[config.mk]
export PLATFORM = sky130hd
export DESIGN_NAME = pli_muldiv
export DESIGN_NICKNAME = d
export VERILOG_FILES = /design/src/rtl/pli_pkg.sv /design/src/rtl/pli_muldiv.sv
export SDC_FILE = /design/constraint.sdc
export NUM_CORES = 2
export LEC_CHECK = 0
export BUFFER_PORTS_ARGS = -buffer_cell sky130_fd_sc_hd__buf_2
export CAP_MARGIN = 20
export CORE_MARGIN = 5
export CORE_UTILIZATION = 45
export DETAILED_ROUTE_END_ITERATION = 8
export GPL_TIMING_DRIVEN = 1
export HOLD_SLACK_MARGIN = 0.02
export PLACE_DENSITY = 0.62
export SETUP_SLACK_MARGIN = 0.2
export SLEW_MARGIN = 20
export SYNTH_ARGS = -nofsm -noshare
export SYNTH_HDL_FRONTEND = slang
export SYNTH_SLANG_ARGS = --single-unit
[constraint.sdc]
create_clock -name i_clk -period 16.35 [get_ports i_clk]
set_input_delay 1.635 -clock i_clk [delete_from_list [all_inputs] [get_ports i_clk]]
set_output_delay 1.635 -clock i_clk [all_outputs]
set_load 0.005 [all_outputs]
[src/rtl/pli_pkg.sv]
// ----------------------------------------------------------------------------
// pli_pkg
// Shared types and constants of the scaled piecewise linear interpolator.
// ----------------------------------------------------------------------------
package pli_pkg;

    // operation codes carried in the input tuser
    localparam logic OP_LOAD = 1'b0;
    localparam logic OP_EVAL = 1'b1;

    // configuration register indexes
    localparam logic [0:0] CFG_POINT_COUNT = 1'b0;
    localparam logic [0:0] CFG_GAIN        = 1'b1;

    localparam int COUNT_W = 9;
    localparam int VAL_W   = 32;
    localparam int IDX_W   = 8;

    localparam logic [COUNT_W-1:0] COUNT_RESET = '0;
    localparam logic [VAL_W-1:0]   GAIN_RESET  = 32'h0001_0000;
    // -1.0 in Q16.16
    localparam logic [VAL_W-1:0]   MISS_VALUE  = 32'hFFFF_0000;

    typedef enum logic [2:0] {
        ST_IDLE,
        ST_SCAN,
        ST_DIV_GO,
        ST_DIV_WAIT,
        ST_SCL_GO,
        ST_SCL_WAIT,
        ST_DONE
    } t_state;

    typedef struct packed {
        logic             start;
        logic [VAL_W-1:0] dx;
        logic [VAL_W-1:0] mag;
        logic [VAL_W-1:0] width;
    } t_div_req;

    typedef struct packed {
        logic             start;
        logic [VAL_W-1:0] gain;
        logic [VAL_W-1:0] v;
    } t_scale_req;

    typedef struct packed {
        logic             saturated;
        logic             in_range;
        logic [VAL_W-1:0] value;
    } t_result;

endpackage

[src/rtl/pli_muldiv.sv]
// ----------------------------------------------------------------------------
// pli_muldiv
// Computes dx * mag / width, truncated; one multiply then a 32-step
// restoring division. The quotient is known to fit 32 bits since dx < width.
// ----------------------------------------------------------------------------
module pli_muldiv
    import pli_pkg::*;
(
    input  logic             i_clk,
    input  logic             i_rst_n,
    input  t_div_req         i_req,
    output logic             o_done,
    output logic [VAL_W-1:0] o_quot
);

    logic               r_busy;
    logic               r_done;
    logic [5:0]         r_cnt;
    logic [VAL_W-1:0]   r_rem;
    logic [VAL_W-1:0]   r_low;
    logic [VAL_W-1:0]   r_den;
    logic [2*VAL_W-1:0] w_prod;
    logic [VAL_W:0]     w_trial;
    logic [VAL_W:0]     w_diff;
    logic               w_qbit;

    assign w_prod  = i_req.dx * i_req.mag;
    assign w_trial = {r_rem, r_low[VAL_W-1]};
    assign w_diff  = w_trial - {1'b0, r_den};
    assign w_qbit  = ~w_diff[VAL_W];

    always_ff @(posedge i_clk) begin
        if (!i_rst_n) begin
            r_busy <= 1'b0;
            r_done <= 1'b0;
            r_cnt  <= '0;
        end else begin
            r_done <= 1'b0;
            if (i_req.start) begin
                r_busy <= 1'b1;
                r_cnt  <= 6'(VAL_W);
            end else if (r_busy) begin
                r_cnt <= r_cnt - 6'd1;
                if (r_cnt == 6'd1) begin
                    r_busy <= 1'b0;
                    r_done <= 1'b1;
                end
            end
        end
    end

    // remainder stays below the divisor, so 32 bits hold it
    always_ff @(posedge i_clk) begin
        if (i_req.start) begin
            r_rem <= w_prod[2*VAL_W-1:VAL_W];
            r_low <= w_prod[VAL_W-1:0];
            r_den <= i_req.width;
        end else if (r_busy) begin
            r_rem <= w_qbit ? w_diff[VAL_W-1:0] : w_trial[VAL_W-1:0];
            r_low <= {r_low[VAL_W-2:0], w_qbit};
        end
    end

    assign o_done = r_done;
    assign o_quot = r_low;

endmodule

==> flow_summary.json <==
{
  "status": "complete, no violations",
  "hold_viol": 0,
  "crit_path_top_delay_cell": "o31ai_1",
  "port_buffers": 131,
  "core_area_um2": 86620,
  "synth-edff-count": 96,
  "hp-class": "flip-flop to flip-flop",
  "cts_tree": "built",
  "drv_slew": 0,
  "synthCells": 4173,
  "fin_setup_tns_ns": 0,
  "antenna_found_initial": 3,
  "placementRows": 108,
  "die_y_um": 305.1,
  "syn2layout_area_growth_pct": 4.060,
  "cts_buffers": 9,
  "critical-path-top-delay-family": "adder cells",
  "syn_nets": 5466,
  "grt_start_max_net_pins": 59,
  "syn_area_um2": 39200,
  "skew_ns": 0.01197,
  "crit_type": "input pin to flip-flop",
  "post_cts_resized": 0,
  "ys_seq_area_frac": 0.07763,
  "startpoint_type": "input pin",
  "initial_core_util": 0.4525,
  "nets": 5382,
  "synth_top_area_frac": 0.4581,
  "cts_root_buffer": "clkbuf_16",
  "required_ns": 16.45,
  "fp.dieArea_um2": 93100,
  "r2r-start": "o_quot[31]$_DFFE_PP_",
  "clock-sinks": 104,
  "place_congestion": 0.8938,
  "ios": 132,
  "cts_buffer_depth": 2,
  "fin_crit_sh": 0.6036,
  "detail_route.wl_per_cell_um": 19.79,
  "grt_pass1_wl_mm": 170.7,
  "vias": 27540,
  "drive_gt1_frac": 0.05154,
  "drt-total-wl_mm": 103.9,
  "antenna_cells": 0,
  "h-tree-depth": 3,
  "clock_latency_ns": 0.36,
  "synthArstFlopShare": 0,
  "drc": 0,
  "clk_pin_slew_ns": 0.08,
  "ant_nets": 0,
  "startpoint": "i_req[55]",
  "fp.dieW_um": 305.1,
  "drt_first_pass_iters": 6,
  "yosys_warnings": 0,
  "rsz0062_at_grt": "false",
  "critPathArrivalTime_ns": 9.97,
  "synth_top_cell_by_area": "fa_1",
  "drt_iter0_drc": 1429,
  "tightest_slew_ns": 0.8789,
  "fmax_mhz": 101.3,
  "critical_path_buf_inv_count": 4,
  "synth-seq-cells": 104,
  "grt_pass1_vias": 30670,
  "crit_chain": "buf_2 -> nand2_1 -> fa_1 -> inv_1 -> fa_1 -> fa_1 -> fa_1 -> fa_1 -> fa_1 -> fa_1 -> inv_1 -> fa_1 -> inv_1 -> ha_1 -> nand3_4 -> nor3_4 -> nand4_1 -> nor4_1 -> a21oi_1 -> o31ai_1 -> a31oi_1 -> xor2_1 -> mux2i_1",
  "setup_violations": 0,
  "post-dp-hpwl_mm": 83.23,
  "period_needed_ns": 9.869,
  "grt_use_total": 0.2298,
  "cp_max_fo": 32,
  "syn_avg_cell_area_um2": 9.393,
  "cpMostUsedCell": "fa_1",
  "max-slew-margin-rel": 0.4141,
  "ys_types": 72,
  "hold_buffers": 0,
  "via_per_inst": 5.247,
  "end_kind": "flip-flop",
  "hold_start": "r_cnt[0]$_SDFFE_PP0P_",
  "grt.overflow.total": 0,
  "yosys-top-cells-area": "fa_1 (46%), and2_1 (9.5%), ha_1 (9.5%), inv_1 (8.5%), edfxtp_1 (7.4%)",
  "yosys_most_used_dff": "edfxtp_1",
  "final_cell_mix": "fa_1 (897), inv_1 (888), and2_1 (595)",
  "slowest_delay_ns": 0.71,
  "final_common_cell": "fa_1",
  "maxCapViolations": 0,
  "cts_setup_buffers": 0
}
## worst min-delay path: stages (launching register included)
cell and delay (ns):
dfxtp_1 0.33, nand2_1 0.07, a21oi_1 0.06
## metal layers
layer  track usage  share of wire
met3       0.03842          0.055
met2        0.3956           0.49
met1        0.3041           0.42
met4       0.06240          0.034
met5             0        0.00037
## sequential cells by signal (all words and copies together), names as in the netlist
register / flops
r_cnt: 6
r_den: 32
r_busy: 1
o_quot: 32
o_done: 1
r_rem: 32
## synth_stat cells, types with 5 or more instances
master,instances
o21ai_0,50
dfxtp_1,8
a21boi_0,5
nor3_1,12
nor2_1,56
mux2i_1,46
xnor2_1,59
o211ai_1,6
clkbuf_1,220
buf_2,11
o21a_1,10
a211oi_1,9
nand4_1,26
fa_1,897
nor2b_1,11
o21bai_1,11
nand2b_1,14
and2_1,595
xor2_1,34
mux2_2,34
a31oi_1,16
nand2_1,505
a21o_1,58
inv_1,888
a21oi_1,91
ha_1,297
edfxtp_1,96
and3_1,13
a2111oi_0,5
nand3_1,19
## final cells by class
| class | count | area [µm²] |
|---|---|---|
| Timing Repair Buffer | 139 | 718.2 |
| Tap cell | 1155 | 1445 |
| Sequential cell | 104 | 3043 |
| Clock buffer | 9 | 225.2 |
| Multi-Input combinational cell | 2947 | 31940 |
| Inverter | 888 | 3333 |
| Fill cell | 8312 | 45830 |
| Clock inverter | 7 | 86.33 |
## worst paths after layout
kind | to | slack, ns | cells after the start
min reg2reg | r_cnt[0]$_SDFFE_PP0P_ | 0.50 | 2
max | r_rem[24]$_DFFE_PP_ | 6.48 | 23
max reg2reg | r_rem[30]$_DFFE_PP_ | 12.35 | 14
min | r_cnt[0]$_SDFFE_PP0P_ | 0.50 | 2
## cell families (layout without fill, tap and decap cells)
| logic type | count (synthesis) | count (layout) | synth area share |
|---|---|---|---|
| AND/OR/NAND/NOR | 1269 | 1269 | 0.1667 |
| adder cells (fa/ha/maj) | 1194 | 1194 | 0.5529 |
| buffers and inverters | 1122 | 1043 | 0.1079 |
| AO/OA/AOI/OAI | 310 | 310 | 0.05213 |
| flip-flops | 104 | 104 | 0.07763 |
| XOR/XNOR | 94 | 94 | 0.02120 |
| multiplexers | 80 | 80 | 0.02152 |
## stage by stage
step,utilization,worst slack (ns),std cells,hold slack (ns),area [µm²]
5_1_grt,0.4709,6.217,5249,0.5278,40790
3_5_place_dp,0.4673,6.264,5233,0.4887,40480
3_3_place_gp,0.4673,6.298,5233,0.4764,40480
4_1_cts,0.4709,6.621,5249,0.5010,40790
2_1_floorplan,-,7.761,4173,0.4612,39200
6_report,0.4709,6.481,5249,0.5006,40790
Power is left out: the tool's default activity adds up to more than one toggle a clock period on the data nets, which glitch-free logic cannot reach.
