[src/rtl/pli_pkg.sv]
// ----------------------------------------------------------------------------
// pli_pkg
// Shared types and constants of the scaled piecewise linear interpolator.
// ----------------------------------------------------------------------------
package pli_pkg;

    // operation codes carried in the input tuser
    localparam logic OP_LOAD = 1'b0;
    localparam logic OP_EVAL = 1'b1;

    // configuration register indexes
    localparam logic [0:0] CFG_POINT_COUNT = 1'b0;
    localparam logic [0:0] CFG_GAIN        = 1'b1;

    localparam int COUNT_W = 9;
    localparam int VAL_W   = 32;
    localparam int IDX_W   = 8;

    localparam logic [COUNT_W-1:0] COUNT_RESET = '0;
    localparam logic [VAL_W-1:0]   GAIN_RESET  = 32'h0001_0000;
    // -1.0 in Q16.16
    localparam logic [VAL_W-1:0]   MISS_VALUE  = 32'hFFFF_0000;

    typedef enum logic [2:0] {
        ST_IDLE,
        ST_SCAN,
        ST_DIV_GO,
        ST_DIV_WAIT,
        ST_SCL_GO,
        ST_SCL_WAIT,
        ST_DONE
    } t_state;

    typedef struct packed {
        logic             start;
        logic [VAL_W-1:0] dx;
        logic [VAL_W-1:0] mag;
        logic [VAL_W-1:0] width;
    } t_div_req;

    typedef struct packed {
        logic             start;
        logic [VAL_W-1:0] gain;
        logic [VAL_W-1:0] v;
    } t_scale_req;

    typedef struct packed {
        logic             saturated;
        logic             in_range;
        logic [VAL_W-1:0] value;
    } t_result;

endpackage

[src/rtl/pli_scale.sv]
// ----------------------------------------------------------------------------
// pli_scale
// Multiplies the interpolated value by the gain, drops 16 fraction bits
// toward zero and saturates to 32 bits.
// ----------------------------------------------------------------------------
module pli_scale
    import pli_pkg::*;
(
    input  logic       i_clk,
    input  logic       i_rst_n,
    input  t_scale_req i_req,
    output logic       o_done,
    output t_result    o_result
);

    logic                      r_stage;
    logic                      r_done;
    logic signed [2*VAL_W-1:0] r_p;
    t_result                   r_result;
    logic signed [VAL_W-1:0]   w_gain;
    logic signed [VAL_W-1:0]   w_v;
    logic signed [47:0]        w_sh;
    logic signed [47:0]        w_hi;
    logic                      w_pos_sat;
    logic                      w_neg_sat;

    assign w_gain = i_req.gain;
    assign w_v    = i_req.v;
    assign w_sh   = r_p[2*VAL_W-1:16];
    // arithmetic shift floors; bump negative values with a fraction back up
    assign w_hi   = (r_p[2*VAL_W-1] && (r_p[15:0] != 16'd0)) ? w_sh + 48'sd1 : w_sh;
    assign w_pos_sat = w_hi > 48'sh0000_7FFF_FFFF;
    assign w_neg_sat = w_hi < -48'sh0000_8000_0000;

    always_ff @(posedge i_clk) begin
        if (!i_rst_n) begin
            r_stage <= 1'b0;
            r_done  <= 1'b0;
        end else begin
            r_stage <= i_req.start;
            r_done  <= r_stage;
        end
    end

    always_ff @(posedge i_clk) begin
        if (i_req.start) begin
            r_p <= w_gain * w_v;
        end
        if (r_stage) begin
            r_result.in_range  <= 1'b1;
            r_result.saturated <= w_pos_sat | w_neg_sat;
            if (w_pos_sat) begin
                r_result.value <= 32'h7FFF_FFFF;
            end else if (w_neg_sat) begin
                r_result.value <= 32'h8000_0000;
            end else begin
                r_result.value <= w_hi[VAL_W-1:0];
            end
        end
    end

    assign o_done   = r_done;
    assign o_result = r_result;

endmodule

[config.mk]
export PLATFORM = sky130hd
export DESIGN_NAME = pli_scale
export DESIGN_NICKNAME = d
export VERILOG_FILES = /design/src/rtl/pli_pkg.sv /design/src/rtl/pli_scale.sv
export SDC_FILE = /design/constraint.sdc
export NUM_CORES = 2
export LEC_CHECK = 0
export ABC_AREA = 0
export ABC_CLOCK_PERIOD_IN_PS = 9800
export BUFFER_PORTS_ARGS = -buffer_cell sky130_fd_sc_hd__buf_2
export CORE_AREA = 3 3 217 326
export CTS_CLUSTER_SIZE = 12
export DETAILED_ROUTE_END_ITERATION = 10
export DIE_AREA = 0 0 220 329
export HOLD_SLACK_MARGIN = 0.06
export PLACE_DENSITY_LB_ADDON = 0.3
export SLEW_MARGIN = 20
export SYNTH_ARGS = -nofsm -noshare
export SYNTH_HDL_FRONTEND = slang
export SYNTH_SLANG_ARGS = --single-unit
[constraint.sdc]
create_clock -name i_clk -period 9.8 [get_ports i_clk]
set_clock_uncertainty 0.05 [all_clocks]
set_input_delay 1.96 -clock i_clk [delete_from_list [all_inputs] [get_ports i_clk]]
set_output_delay 1.96 -clock i_clk [all_outputs]
set_load 0.005 [all_outputs]
==> impl_metrics.csv <==
group,metric,value,unit
synth,synth_edf_count,97,
timing,tightest_slew,0.812,ns
timing,finalCritPeriodShare,0.961,
layout,fillers,5593,
critical_path,start_kind,"input port",
critical_path,cp.required,9.85,ns
grt,grt_max_degree,66,
clocking,root_buffer,"clkbuf_16",
timing,final_hold_viol_count,0,
floorplanning,die_w,220,um
layout,final_layout_size_suffix_gt1_frac,0.0799,
critical_path,cp-end-kind,"flop",
route,wire_per_inst,20.5,um
timing,setup_viol,0,
synth,yosysTopAreaCellShare,0.532,
route,drc_errors,0,
timing,fin_setup_tns,0,ns
grt,grt_pass1_vias,33000,
layout,final_nets,5610,
critical_path,path_max_fanout,19,
floorplanning,start_util,0.600,
clocking,clk_path_buf_depth,2,
route,postRouteAntennaNets,0,
route,first_pass_iters,5,
route,via_per_inst,5.58,
synth,synthCells,4204,
synth,syn_avg_cell_area,9.69,um^2
synth,async_flop_share,0,
clocking,clk_latency,0.35,ns
floorplanning,core,0.0679,mm^2
min_path,worst_hold_path_type,"flop to flop",
timing,grt_setup_unrepaired,"false",
timing,clock.fmax,0.106,GHz
placement,place_congestion,0.927,
placement,hpwl,93.0,mm
floorplanning,die-height,329,um
grt,grt_use_total,0.310,
floorplanning,fp-row-count,117,
timing,fin_crit,9.42,ns
clocking,cts-hold-fix-buffers,0,
clocking,clk_pin_slew_worst_paths,0.07,ns
grt,grt_antenna_before_repair,10,
route,routed_wl,106,mm
clocking,cts_tree,"done",
clocking,numCtsBuffers,9,
route,drt-initial-drc-count,1450,
layout,area_growth,6.02,%
timing,maxSlewViolCount,0,
critical_path,worst-setup-path-type,"input port to flop",
synth,synth.most_common_cell,"fa_1",
grt,grt_pass1_wl,171,mm
synth,yosysWarnings,0,
job,cap_violations,0,
synth,synthTopCellsByArea,"fa_1, inv_1, and2_1",
placement,io_buffers,100,
critical_path,cp.arrival,9.47,ns
route,vias,28900,
synth,ys_seq_elements,99,
synth,synth_cell_types,76,
clocking,cts_setup_buffers,0,
floorplanning,io_pins,102,
outcome,outcome,"finished, final reports clean",
clocking,clock_sinks,99,
synth,synth_top_area_cell,"fa_1",
synth,synth_ff_type,"edfxtp_1",
synth,ys_seq_area_frac,0.0725,
timing,slew_headroom,0.458,
grt,grt.overflow.total,0,
synth,synth_area,0.0407,mm^2
synth,synth.net_count,5538,
synth,synthTopCellsByCount,"fa_1, inv_1, nand2_1",
clocking,h-tree-depth,3,
floorplanning,die-area,0.0724,mm^2
worst max-delay path, stage by stage:
cell and delay (ns):
buf_2 0.36, buf_4 0.24, and2_1 0.16, fa_1 0.45, fa_1 0.55, inv_1 0.07, fa_1 0.50, fa_1 0.51
inv_1 0.05, fa_1 0.63, fa_1 0.46, fa_1 0.53, inv_1 0.06, fa_1 0.35, inv_1 0.06, ha_1 0.23
buf_4 0.14, a21o_1 0.16, a21o_1 0.16, a21oi_1 0.18, o221ai_1 0.25, nor3_2 0.28, o31ai_1 0.11, buf_4 0.16
a211o_1 0.25, a21oi_1 0.32, o21bai_1 0.12, xor2_1 0.15
cells in the final DEF, fill, tap and decap left out, types with 5 or more instances in the layout:
master | synthesis | final
ha_1 | 185 | 185
buf_2 | 1 | 99
xnor2_1 | 66 | 66
o22ai_1 | 6 | 6
a21oi_1 | 63 | 63
and4_1 | 8 | 8
nor3_1 | 10 | 9
buf_4 | 2 | 176
nand4_1 | 17 | 17
xor2_1 | 37 | 37
o21ai_2 | 8 | 8
nand3_1 | 32 | 32
o21ai_1 | 6 | 6
a211oi_1 | 7 | 6
buf_12 | 0 | 5
a21o_1 | 43 | 43
fa_1 | 1082 | 1082
o21ai_0 | 34 | 34
o21bai_1 | 12 | 12
nand2b_1 | 13 | 13
nand2_1 | 535 | 535
edfxtp_1 | 97 | 97
inv_1 | 997 | 996
and3_1 | 22 | 22
clkbuf_16 | 0 | 9
nor2b_1 | 11 | 11
nor2_1 | 72 | 72
a31oi_1 | 8 | 8
nor4_4 | 5 | 5
o21a_1 | 5 | 5
a21oi_2 | 11 | 11
diode_2 | 0 | 7
and2_1 | 515 | 515
path summary, 6_finish.rpt:
| check | from | end | slack, ns | cells past startpoint |
|---|---|---|---|---|
| hold reg to reg | r_p[43] | o_result[27] | 0.66 | 2 |
| setup reg to reg | r_p[10] | o_result[1] | 6.30 | 10 |
| setup / recovery | i_req[9] | r_p[57] | 0.38 | 28 |
| hold / removal | r_p[43] | o_result[27] | 0.66 | 2 |
stage by stage:
step	area, um^2	util	cells	setup slack [ns]	hold slack [ns]
final	43200	0.636	5179	0.380	0.665
after global routing	43200	0.636	5178	0.0324	0.709
after CTS	43100	0.635	5172	0.356	0.681
after detailed placement	42900	0.631	5157	0.00905	0.655
after global placement	42900	0.631	5157	0.0476	0.652
after floorplan	40700	-	4204	0.269	0.546
metal layers:
layer | wire length [um] | track usage | up-vias
li1 | - | - | 12400
met1 | 33100 | 0.314 | 15000
met2 | 57800 | 0.571 | 1033
met3 | 4360 | 0.0365 | 515
met4 | 10700 | 0.244 | 2
met5 | 13 | 0 | -
area by class of cell:
class	instances	area, um^2	share of cell area
repair buffers	281	1920	0.0446
well taps	892	1120	0.0258
flip-flops and latches	99	2950	0.0684
multi-input cells	2888	33200	0.768
inverters	997	3740	0.0867
clock inverters	6	41.3	0.000956
diodes	7	17.5	0.000406
clock buffers	9	225	0.00522
repair_timing:
item,4_1_cts,5_1_grt
endpoints found under the hold margin,0,0
gates resized for setup,0,4
setup endpoints to repair,0,3
registers in the layout, indices dropped and copies added (netlist names):
| name | count |
|---|---|
| r_p | 64 |
| o_result | 33 |
| r_stage | 1 |
| o_done | 1 |
kinds of logic (layout without fill, tap and decap cells):
kind of cell,after synthesis,after routing,share of synthesized area
AO/OA/AOI/OAI,252,252,0.0428
other,1,8,0.0000921
XOR/XNOR,103,103,0.0222
multiplexers,5,5,0.00126
buffers and inverters,1217,1293,0.114
adder cells (fa/ha/maj),1267,1267,0.589
flip-flops,99,99,0.0725
AND/OR/NAND/NOR,1260,1260,0.159
Power is not shown: default switching activity piles up to over one toggle a cycle in this logic, so the estimate is an artifact.
